==> config.mk <==
export PLATFORM = sky130hd
export DESIGN_NAME = partition_fit_allocator_unit
export DESIGN_NICKNAME = d
export VERILOG_FILES = /design/src/hw/rtl/pfa_pkg.sv /design/src/hw/rtl/partition_fit_allocator_unit.sv
export VERILOG_INCLUDE_DIRS = /design/src /design/src/hw/rtl
export SDC_FILE = /design/constraint.sdc
export NUM_CORES = 2
export LEC_CHECK = 0
export BUFFER_PORTS_ARGS = -buffer_cell sky130_fd_sc_hd__buf_2
export CAP_MARGIN = 20
export CORE_ASPECT_RATIO = 1.4
export CORE_MARGIN = 1.5
export CORE_UTILIZATION = 65
export CTS_BUF_LIST = sky130_fd_sc_hd__clkbuf_4 sky130_fd_sc_hd__clkbuf_8 sky130_fd_sc_hd__clkbuf_16
export DETAILED_ROUTE_END_ITERATION = 7
export PLACE_DENSITY = 0.82
export SLEW_MARGIN = 20
export SYNTH_ARGS = -nofsm -noshare
export SYNTH_HDL_FRONTEND = slang
export SYNTH_SLANG_ARGS = --single-unit
==> constraint.sdc <==
create_clock -name clk_i -period 21 [get_ports clk_i]
set_input_delay 1.05 -clock clk_i [delete_from_list [all_inputs] [get_ports clk_i]]
set_output_delay 1.05 -clock clk_i [all_outputs]
set_load 0.05 [all_outputs]
==> src/hw/rtl/assert_macros.svh <==
// assertion macros for the rtl files
// no dependencies; the checks drop out when SYNTH is defined
`ifndef ASSERT_MACROS_SVH
`define ASSERT_MACROS_SVH
`ifndef SYNTH
// property must hold at every edge out of reset
`define ASSERT_PROP(lbl, clk, rstn, prop) \
  lbl: assert property (@(posedge clk) disable iff (!(rstn)) (prop)) \
    else $error("assertion failed: %m");
// condition must never be seen out of reset
`define ASSERT_NEVER(lbl, clk, rstn, cond) \
  lbl: assert property (@(posedge clk) disable iff (!(rstn)) !(cond)) \
    else $error("forbidden condition: %m");
`else
`define ASSERT_PROP(lbl, clk, rstn, prop)
`define ASSERT_NEVER(lbl, clk, rstn, cond)
`endif
`endif

==> src/hw/rtl/pfa_pkg.sv <==
// types, codes and reset layout of the partition fit allocator
// no dependencies
`timescale 1ns / 1ps

package pfa_pkg;

  localparam int ENTRIES   = 16;
  localparam int SIZE_BITS = 16;
  localparam int IDX_W     = 4;
  localparam int CNT_W     = $clog2(ENTRIES + 1);

  // reset layout: busy, free, busy
  localparam logic [SIZE_BITS-1:0] RST_START1 = SIZE_BITS'(40);
  localparam logic [SIZE_BITS-1:0] RST_START2 = SIZE_BITS'(90);
  localparam logic [SIZE_BITS-1:0] RST_LEN0   = SIZE_BITS'(40);
  localparam logic [SIZE_BITS-1:0] RST_LEN1   = SIZE_BITS'(50);
  localparam logic [SIZE_BITS-1:0] RST_LEN2   = SIZE_BITS'(20);
  localparam logic [CNT_W-1:0]     RST_COUNT  = CNT_W'(3);

  typedef enum logic [1:0] {
    CMD_ALLOC = 2'd0,
    CMD_FREE  = 2'd1,
    CMD_READ  = 2'd2,
    CMD_NONE  = 2'd3
  } cmd_e;

  typedef enum logic [2:0] {
    ST_OK      = 3'd0,
    ST_NOFIT   = 3'd1,
    ST_BADSIZE = 3'd2,
    ST_NOPART  = 3'd3,
    ST_ALREADY = 3'd4,
    ST_FULL    = 3'd5
  } status_e;

  localparam logic [1:0] POL_BEST  = 2'd1;
  localparam logic [1:0] POL_WORST = 2'd2;

  typedef struct packed {
    logic [SIZE_BITS-1:0] start;
    logic [SIZE_BITS-1:0] len;
    logic                 busy;
  } entry_t;

  // table entry after reset
  function automatic entry_t reset_entry(input int k);
    entry_t e;
    e = '0;
    unique case (k)
      0:       begin e.len = RST_LEN0; e.busy = 1'b1; end
      1:       begin e.start = RST_START1; e.len = RST_LEN1; end
      2:       begin e.start = RST_START2; e.len = RST_LEN2; e.busy = 1'b1; end
      default: e = '0;
    endcase
    return e;
  endfunction

endpackage

==> src/hw/rtl/partition_fit_allocator_unit.sv <==
// partition fit allocator: ordered partition table with first, best, worst fit
// depends on pfa_pkg and assert_macros.svh
// allocate: scan one entry a cycle, then decide and register the result
// free: check, merge next, merge previous; error: no merge; read or bad code: respond
// one item at a time; the next beat is taken once the sequencer is back in idle
// async active-low reset restores the three-entry layout and first fit policy
`timescale 1ns / 1ps
`include "assert_macros.svh"

module partition_fit_allocator_unit (
  input  logic        clk_i,
  input  logic        rst_ni,
  // configuration write
  input  logic        cfg_valid_i,
  output logic        cfg_ready_o,
  input  logic [1:0]  cfg_data_i,     // fit_policy
  // command stream
  input  logic        s_axis_tvalid,
  output logic        s_axis_tready,
  input  logic [23:0] s_axis_tdata,   // request_size[15:0], partition_index[19:16], zero
  input  logic [1:0]  s_axis_tuser,   // command
  // result stream
  output logic        m_axis_tvalid,
  input  logic        m_axis_tready,
  output logic [39:0] m_axis_tdata    // status, result_index, result_address,
                                      // result_size, result_busy
);

  localparam int SB = pfa_pkg::SIZE_BITS;
  localparam int IW = pfa_pkg::IDX_W;
  localparam int CW = pfa_pkg::CNT_W;
  localparam int NE = pfa_pkg::ENTRIES;

  typedef enum logic [6:0] {
    S_IDLE   = 7'b0000001,
    S_SCAN   = 7'b0000010,
    S_DECIDE = 7'b0000100,
    S_FCHK   = 7'b0001000,
    S_FNEXT  = 7'b0010000,
    S_FPREV  = 7'b0100000,
    S_RESP   = 7'b1000000
  } state_e;

  state_e                state_q, state_d;
  pfa_pkg::entry_t       tbl_q [NE];
  pfa_pkg::entry_t       tbl_d [NE];
  logic [CW-1:0]         cnt_q, cnt_d;
  logic [1:0]            policy_q;
  logic [SB-1:0]         size_q, size_d;
  logic [IW-1:0]         idx_q, idx_d;
  logic [CW-1:0]         scan_q, scan_d;
  logic                  found_q, found_d;
  logic [IW-1:0]         pick_q, pick_d;
  logic [SB-1:0]         best_q, best_d;
  logic [SB-1:0]         pstart_q, pstart_d;
  logic [SB-1:0]         acc_q, acc_d;
  pfa_pkg::status_e      status_q, status_d;
  logic                  ovalid_q, ovalid_d;
  logic [39:0]           odata_q, odata_d;

  logic [IW-1:0]         rd_idx;
  pfa_pkg::entry_t       rd;
  logic                  in_beat;
  logic                  out_free;
  logic                  fits;
  logic                  better;
  logic [IW-1:0]         idx_nx;
  logic [IW-1:0]         idx_pv;
  logic [IW-1:0]         pick_nx;

  assign cfg_ready_o   = 1'b1;
  assign s_axis_tready = (state_q == S_IDLE);
  assign in_beat       = s_axis_tvalid & s_axis_tready;
  assign out_free      = !ovalid_q || m_axis_tready;
  assign m_axis_tvalid = ovalid_q;
  assign m_axis_tdata  = odata_q;

  assign idx_nx  = idx_q + IW'(1);
  assign idx_pv  = idx_q - IW'(1);
  assign pick_nx = pick_q + IW'(1);

  // single table read port, address chosen by the sequencer
  always_comb begin
    unique case (state_q)
      S_SCAN:  rd_idx = scan_q[IW-1:0];
      S_FNEXT: rd_idx = idx_nx;
      S_FPREV: rd_idx = idx_pv;
      default: rd_idx = idx_q;
    endcase
  end
  assign rd = tbl_q[rd_idx];

  // fit test and policy compare for the scanned entry
  assign fits   = !rd.busy && (rd.len >= size_q);
  assign better = ((policy_q == pfa_pkg::POL_BEST)  && (rd.len < best_q)) ||
                  ((policy_q == pfa_pkg::POL_WORST) && (rd.len > best_q));

  // sequencer and table update
  always_comb begin
    state_d  = state_q;
    tbl_d    = tbl_q;
    cnt_d    = cnt_q;
    size_d   = size_q;
    idx_d    = idx_q;
    scan_d   = scan_q;
    found_d  = found_q;
    pick_d   = pick_q;
    best_d   = best_q;
    pstart_d = pstart_q;
    acc_d    = acc_q;
    status_d = status_q;
    ovalid_d = ovalid_q && !m_axis_tready;
    odata_d  = odata_q;

    unique case (state_q)
      S_IDLE: begin
        if (in_beat) begin
          size_d   = s_axis_tdata[SB-1:0];
          idx_d    = s_axis_tdata[19:16];
          scan_d   = '0;
          found_d  = 1'b0;
          status_d = pfa_pkg::ST_NOPART;
          state_d  = S_RESP;
          unique case (pfa_pkg::cmd_e'(s_axis_tuser))
            pfa_pkg::CMD_ALLOC: begin
              if (s_axis_tdata[SB-1:0] == '0) begin
                status_d = pfa_pkg::ST_BADSIZE;
              end else begin
                state_d = S_SCAN;
              end
            end
            pfa_pkg::CMD_FREE: state_d = S_FCHK;
            pfa_pkg::CMD_READ: begin
              if ({1'b0, s_axis_tdata[19:16]} < cnt_q) status_d = pfa_pkg::ST_OK;
            end
            default: status_d = pfa_pkg::ST_NOPART;
          endcase
        end
      end

      // one entry per cycle through the table
      S_SCAN: begin
        if (scan_q >= cnt_q) begin
          state_d = S_DECIDE;
        end else begin
          scan_d = scan_q + CW'(1);
          if (fits && !found_q) begin
            found_d  = 1'b1;
            pick_d   = scan_q[IW-1:0];
            best_d   = rd.len;
            pstart_d = rd.start;
            if (policy_q != pfa_pkg::POL_BEST && policy_q != pfa_pkg::POL_WORST) begin
              state_d = S_DECIDE;
            end
          end else if (fits && better) begin
            pick_d   = scan_q[IW-1:0];
            best_d   = rd.len;
            pstart_d = rd.start;
          end
        end
      end

      // take whole, or split and insert busy part first; else NOFIT or FULL
      S_DECIDE: begin
        state_d = S_RESP;
        idx_d   = pick_q;
        if (!found_q) begin
          status_d = pfa_pkg::ST_NOFIT;
        end else if (best_q == size_q) begin
          tbl_d[pick_q].busy = 1'b1;
          status_d = pfa_pkg::ST_OK;
        end else if (cnt_q >= CW'(NE)) begin
          status_d = pfa_pkg::ST_FULL;
        end else begin
          for (int k = 1; k < NE; k++) begin
            if (IW'(k) > pick_q) tbl_d[k] = tbl_q[k-1];
          end
          tbl_d[pick_q].len    = size_q;
          tbl_d[pick_q].busy   = 1'b1;
          tbl_d[pick_nx].start = pstart_q + size_q;
          tbl_d[pick_nx].len   = best_q - size_q;
          tbl_d[pick_nx].busy  = 1'b0;
          cnt_d    = cnt_q + CW'(1);
          status_d = pfa_pkg::ST_OK;
        end
      end

      S_FCHK: begin
        state_d = S_RESP;
        if ({1'b0, idx_q} >= cnt_q) begin
          status_d = pfa_pkg::ST_NOPART;
        end else if (!rd.busy) begin
          status_d = pfa_pkg::ST_ALREADY;
        end else begin
          tbl_d[idx_q].busy = 1'b0;
          acc_d   = rd.len;
          state_d = S_FNEXT;
        end
      end

      // merge with a free successor
      S_FNEXT: begin
        state_d = S_FPREV;
        if (({1'b0, idx_q} + CW'(1) < cnt_q) && !rd.busy) begin
          for (int k = 0; k < NE - 1; k++) begin
            if (IW'(k) > idx_q) tbl_d[k] = tbl_q[k+1];
          end
          tbl_d[NE-1]      = '0;
          tbl_d[idx_q].len = acc_q + rd.len;
          acc_d            = acc_q + rd.len;
          cnt_d            = cnt_q - CW'(1);
        end
      end

      // merge with a free predecessor
      S_FPREV: begin
        state_d  = S_RESP;
        status_d = pfa_pkg::ST_OK;
        if ((idx_q != '0) && !rd.busy) begin
          for (int k = 0; k < NE - 1; k++) begin
            if (IW'(k) >= idx_q) tbl_d[k] = tbl_q[k+1];
          end
          tbl_d[NE-1]       = '0;
          tbl_d[idx_pv].len = rd.len + acc_q;
          idx_d             = idx_pv;
          cnt_d             = cnt_q - CW'(1);
        end
      end

      // register the result beat from the updated table
      S_RESP: begin
        if (out_free) begin
          ovalid_d = 1'b1;
          if (status_q == pfa_pkg::ST_OK) begin
            odata_d = {rd.busy, rd.len, rd.start, idx_q, status_q};
          end else begin
            odata_d = {37'd0, status_q};
          end
          state_d = S_IDLE;
        end
      end

      default: state_d = S_IDLE;
    endcase
  end

  // control and table registers
  always_ff @(posedge clk_i or negedge rst_ni) begin
    if (!rst_ni) begin
      state_q  <= S_IDLE;
      cnt_q    <= pfa_pkg::RST_COUNT;
      policy_q <= 2'd0;
      ovalid_q <= 1'b0;
      found_q  <= 1'b0;
      scan_q   <= '0;
      status_q <= pfa_pkg::ST_OK;
      for (int k = 0; k < NE; k++) tbl_q[k] <= pfa_pkg::reset_entry(k);
    end else begin
      state_q  <= state_d;
      cnt_q    <= cnt_d;
      ovalid_q <= ovalid_d;
      found_q  <= found_d;
      scan_q   <= scan_d;
      status_q <= status_d;
      tbl_q    <= tbl_d;
      if (cfg_valid_i && cfg_ready_o) policy_q <= cfg_data_i;
    end
  end

  // working payload registers
  always_ff @(posedge clk_i) begin
    size_q   <= size_d;
    idx_q    <= idx_d;
    pick_q   <= pick_d;
    best_q   <= best_d;
    pstart_q <= pstart_d;
    acc_q    <= acc_d;
    odata_q  <= odata_d;
  end

  // checks
  `ASSERT_PROP(a_cnt_range, clk_i, rst_ni, (cnt_q != '0) && (cnt_q <= CW'(NE)))
  `ASSERT_PROP(a_beat_leaves_idle, clk_i, rst_ni, in_beat |=> (state_q != S_IDLE))
  `ASSERT_PROP(a_cnt_step, clk_i, rst_ni,
    (cnt_q == $past(cnt_q)) || (cnt_q == $past(cnt_q) + CW'(1)) ||
    (cnt_q + CW'(1) == $past(cnt_q)))
  `ASSERT_PROP(a_err_zero, clk_i, rst_ni,
    (ovalid_q && (odata_q[2:0] != pfa_pkg::ST_OK)) |-> (odata_q[39:3] == '0))

endmodule
==> impl_results.md, run 1 <==
- Outcome: did not finish
- Terminating stage of the flow: global routing
- Error that halted the flow: [ERROR GRT-0116] Global routing finished with congestion. Check the congestion regions in the DRC Viewer.
- Initial core utilization: 65.8%
- Count of mapped cells out of synthesis: around 7.2k
- Post-synthesis cell area: 0.0538 sq mm
- H-tree Lvls: 3
- Final weighted congestion of routability-driven global placement: 1.20
- Setup Fix Bufs, Post-CTS: 0
- Chip Height: 343 microns
- Overall Global Routing Usage: between 70% and 80%
- First-pass GRT wire length: 464000 microns
- Sequential share of the synthesized area: 32.0%
- Half-perimeter wire length after detailed placement: 190000 microns
- Yosys warns: 0
- Number of storage elements in the synthesis netlist: 664
- Library cell with the highest instance count after synthesis: nand2_1
- Number of buffer cells added on primary ports: 70
- Top Ports: 76
- Deepest clock path buffer count: 3
- Cell types with the largest area share after synthesis: dfrtp_1 25%, nand2_1 9.8%, o21ai_0 7.3%
- Mean area per synthesized cell: 7.47 sq um
- Placed cell area: around 0.055 sq mm
- Post-CTS resize count: 0
- Core Rows: 124
- Via count of the first global-routing pass: 64.5k
- Post-synth EDFFs: around 110
- Largest net degree at the start of global routing: between 150 and 200
- Die Span X: 246 microns
- Synthesized netlist net count: 7344
- Share of async-settable or async-resettable flops after synthesis: between 80% and 90%
- Flip-flop cell with the highest count after synthesis: dfrtp_1
- Number of CTS-inserted buffers: between 70 and 80
- Number of distinct standard cells referenced by the synthesized netlist: 102
- Post-synthesis cell type with the largest combined area: dfrtp_1
- Hold bufs inserted after CTS: 0
- Root buffer selected by CTS: clkbuf_16
- CTS Sinks: 664
- Fraction of synthesized cell area taken by the top area cell type: about 25%
- Top post-synthesis cells by count: 1405 x nand2_1, 789 x o21ai_0, 645 x clkbuf_1, 534 x dfrtp_1, 494 x a21oi_1
- Total congestion overflow after global routing: 1
[metal layers]
metal	GRT usage, %	GRT overflow
met1	77.0	0
met2	91.1	0
met3	57.7	0
met4	70.4	1
met5	27.1	0
[cell families after synthesis]
group / count (synthesis) / synth area share (%)
AOI/OAI and AO/OA: 2802 / 34.6
DFF: 664 / 32.0
xor gates and xnor gates: 58 / 0.995
and+or+nand+nor: 2505 / 19.7
muxes: 212 / 4.00
buffers and inverters: 853 / 6.14
adders and majority gates: 108 / 2.57
other: 1 / 0.00697
[stage by stage]
stage	worst slack, ps	std cells
after floorplan	12830	7203
after CTS	11960	7941
after detailed placement	12030	7808
after global placement	12380	7807
==> inputs of run 2 (changes only) <==
--- a/config.mk
+++ b/config.mk
@@ -8,12 +8,10 @@
 export LEC_CHECK = 0
 export BUFFER_PORTS_ARGS = -buffer_cell sky130_fd_sc_hd__buf_2
 export CAP_MARGIN = 20
-export CORE_ASPECT_RATIO = 1.4
 export CORE_MARGIN = 1.5
-export CORE_UTILIZATION = 65
-export CTS_BUF_LIST = sky130_fd_sc_hd__clkbuf_4 sky130_fd_sc_hd__clkbuf_8 sky130_fd_sc_hd__clkbuf_16
+export CORE_UTILIZATION = 40
 export DETAILED_ROUTE_END_ITERATION = 7
-export PLACE_DENSITY = 0.82
+export PLACE_DENSITY_LB_ADDON = 0.15
 export SLEW_MARGIN = 20
 export SYNTH_ARGS = -nofsm -noshare
 export SYNTH_HDL_FRONTEND = slang
==> impl_results.md, run 2 <==
- Total placed cells including tap cells: 8514
- Switching fraction of total power: 58.6%
- Synthesized netlist net count: 7344
- Ratio of cells with drive above 1 in the final layout: 9.21%
- Clock share of power: 17.1%
- Deepest clock path buffer count: 3
- CTS Sinks: 664
- Die area: 0.137 sq mm
- H-tree Lvls: 3
- Placement-stage worst setup slack: 12110 ps
- Clock tree from TritonCTS: yes
- Crit share post-route: 43.4%
- Final Setup Violations: 0
- Slew HR: 12.1%
- Max VDD drop: ~0.16 mV
- Clock skew: 41.2 ps
- Half-perimeter wire length after detailed placement: about 200000 microns
- Core Rows: 134
- Setup Fix Bufs, Post-CTS: 0
- First-pass GRT wire length: between 400000 and 500000 microns
- Hold bufs inserted after CTS: 0
- Number of CTS-inserted buffers: 89
- Relative contribution of sequential cells to total power: between 20 and 25%
- Total power of the final layout: 0.00957 W
- WL final: 301000 microns
- Top Ports: 76
- Unrepaired setup endpoints after global routing: no
- Worst-skew pair later-pin latency: 760 ps
- WP data required: 21580 ps
- Number of violations reported at the end of detailed-routing iteration 0: ~12k
- Flip-flop cell with the highest count after synthesis: dfrtp_1
- Largest net degree at the start of global routing: 124
- Via count of the first global-routing pass: roughly 56k
- Placed cell area: 0.0559 sq mm
- Outcome: complete, but fails checks
- Post-layout instance count excluding filler cells: 8694
- Net switching power: 0.00560 W
- Slew of the pin with the lowest slew margin: about 1300 ps
- CP Data Arrival Time: 9700 ps
- Area growth, synth to finish: 9.94%
- Post-synth EDFFs: 112
- Wire length per cell: 34.6 microns
- Final weighted congestion of routability-driven global placement: 1.02
- Leading cell type in the layout, fill and taps excluded: nand2_1
- Leading cell types in the layout, fill and taps excluded: 1398 x nand2_1, 786 x o21ai_0, 534 x dfrtp_1, 486 x a21oi_1, 438 x nor2_1
- Clock transition at the registers of the reported paths: 60 ps
- Initial antenna violation count: 24
- Count of mapped cells out of synthesis: 7203
- Final net count: ~7.0k
- Pre-antenna DRT Iters: 8
- Hold Path Class: primary input to asynchronous set/reset pin
- Initial core utilization: 40.3%
- Avg Vias per Cell: 7.17
- Number of vias after detailed routing: 62.4k
- Fin Setup TNS: 0 ps
- Post-synthesis cell area: 0.0538 sq mm
- Worst Path Max Fanout: 57
- Top post-synthesis cells by count: 1405 x nand2_1, 789 x o21ai_0, 645 x clkbuf_1, 534 x dfrtp_1, 494 x a21oi_1
- Post-CTS resize count: 0
- Fraction of synthesized cell area taken by the top area cell type: 24.8%
- Mean area per synthesized cell: 7.47 sq um
- Cell types with the largest area share after synthesis: dfrtp_1 25%, nand2_1 9.8%, o21ai_0 7.3%
- Maximum operating frequency: roughly 110 MHz
- Number of distinct standard cells referenced by the synthesized netlist: 102
- Remaining number of nets flagged by the antenna check after routing: 0
- Max Slew Vio Count: 0
- Library cell with the highest instance count after synthesis: nand2_1
- Static leakage: between 20 and 25 nW
- Total congestion overflow after global routing: 0
- Total power per unit cell area: 162 mW/mm^2
- Overall Global Routing Usage: a little over two fifths
- Final std cell area, no fill: 0.0592 sq mm
- P_int: ~0.004 W
- Category of the worst setup path capture point: flip-flop
- Max-Cap Viols: 0
- Die Span X: roughly 370 microns
- Share of async-settable or async-resettable flops after synthesis: 83.1%
- CP Class: flip-flop to flip-flop
- Combinational fraction of design power: roughly 60%
- Crit path setup slack, layout: 11880 ps
- Startpoint types: flip-flop
- Total core area: around 0.13 sq mm
- Root buffer selected by CTS: clkbuf_16
- Post-synthesis cell type with the largest combined area: dfrtp_1
- Violated checks: design-rule violations
- Yosys warns: 0
- Chip Height: 370 microns
- Clock period minus final worst setup slack: 9120 ps
- Number of buffer cells added on primary ports: 70
- Fin. Hold Viols: 0
- Number of remaining DRC errors: 36
- Sequential share of the synthesized area: 32.0%
- Number of storage elements in the synthesis netlist: 664
-- run 2: cell counts after synthesis --
No cell type changed its count.
-- run 2: power groups by stage --
stage	sequential [W]	combinational [W]	clock, W
3_5_place_dp	0.00212	0.00534	0
2_1_floorplan	0.00194	0.00301	0
3_3_place_gp	0.00211	0.00529	0
4_1_cts	0.00210	0.00535	0.00163
5_1_grt	0.00216	0.00588	0.00168
6_report	0.00215	0.00579	0.00163
-- run 2: area by class of cell --
cell class / count / area, sq um
timing repair buffer: 298 / 2180
clock buffer: 120 / 2500
antenna: 13 / 32.5
multi-input combinational: 5686 / 34100
tap: 1768 / 2210
clock inverter: 41 / 528
sequential: 664 / 17200
fill: 13500 / 74300
inverter: 104 / 395
-- run 2: logic make-up (layout without fill, tap and decap cells) --
logic type | after synthesis | count (layout) | synth area share, %
compound gates | 2802 | 2802 | 34.6
xor+xnor | 58 | 58 | 0.995
fa+ha+maj | 108 | 108 | 2.57
buf+inv | 853 | 563 | 6.14
flops | 664 | 664 | 32.0
mux | 212 | 212 | 4.00
other cells | 1 | 14 | 0.00697
simple gates | 2505 | 2505 | 19.7
-- run 2: final timing paths --
path | cells past startpoint | start | slack [ps] | end
setup / recovery | 23 | state_q[0] | 11880 | flip-flop
hold / removal | 1 | rst_ni | 300 | cnt_q[2]
setup reg to reg | 23 | state_q[0] | 11880 | flip-flop
hold reg to reg | 1 | flip-flop | 490 | flip-flop
max in group asynchronous | 6 | rst_ni | 17870 | asynchronous set/reset pin
min in group clk_i | 1 | flip-flop | 490 | flip-flop
-- run 2: metrics by stage --
| stage | util [%] | hold WS (ps) |
|---|---|---|
| 6_report | 44.3 | 298 |
| 4_1_cts | 44.1 | 334 |
| 3_5_place_dp | 41.9 | 474 |
| 3_3_place_gp | 41.9 | 470 |
| 5_1_grt | 44.3 | 384 |
| 2_1_floorplan | - | 456 |
-- run 2: worst max-delay path, stage by stage (launching register included) --
cell	delay, ps
dfstp_2	580
or4_4	210
or3_4	220
clkinv_4	450
a21oi_1	510
and3_4	820
buf_4	700
nand3_1	330
nand3_1	420
o21ai_0	260
o21ai_0	670
inv_1	280
ha_1	430
o21ai_0	150
a22o_1	250
a41o_1	260
a21o_1	240
o211ai_1	200
o211ai_1	210
xnor3_1	290
mux2_2	730
nor2_1	100
a2111oi_0	410
o21ai_0	120
-- run 2: metal layers --
layer / vias to the layer above / track usage, % / wire [microns]
met5: - / 0 / 173
met4: 22 / 26.4 / 20900
met2: 5046 / 55.7 / 116000
met3: 989 / 18.3 / 47700
met1: 30200 / 56.3 / 116000
li1: 26100 / - / -
No activity file was read; power rests on OpenSTA's default activity.
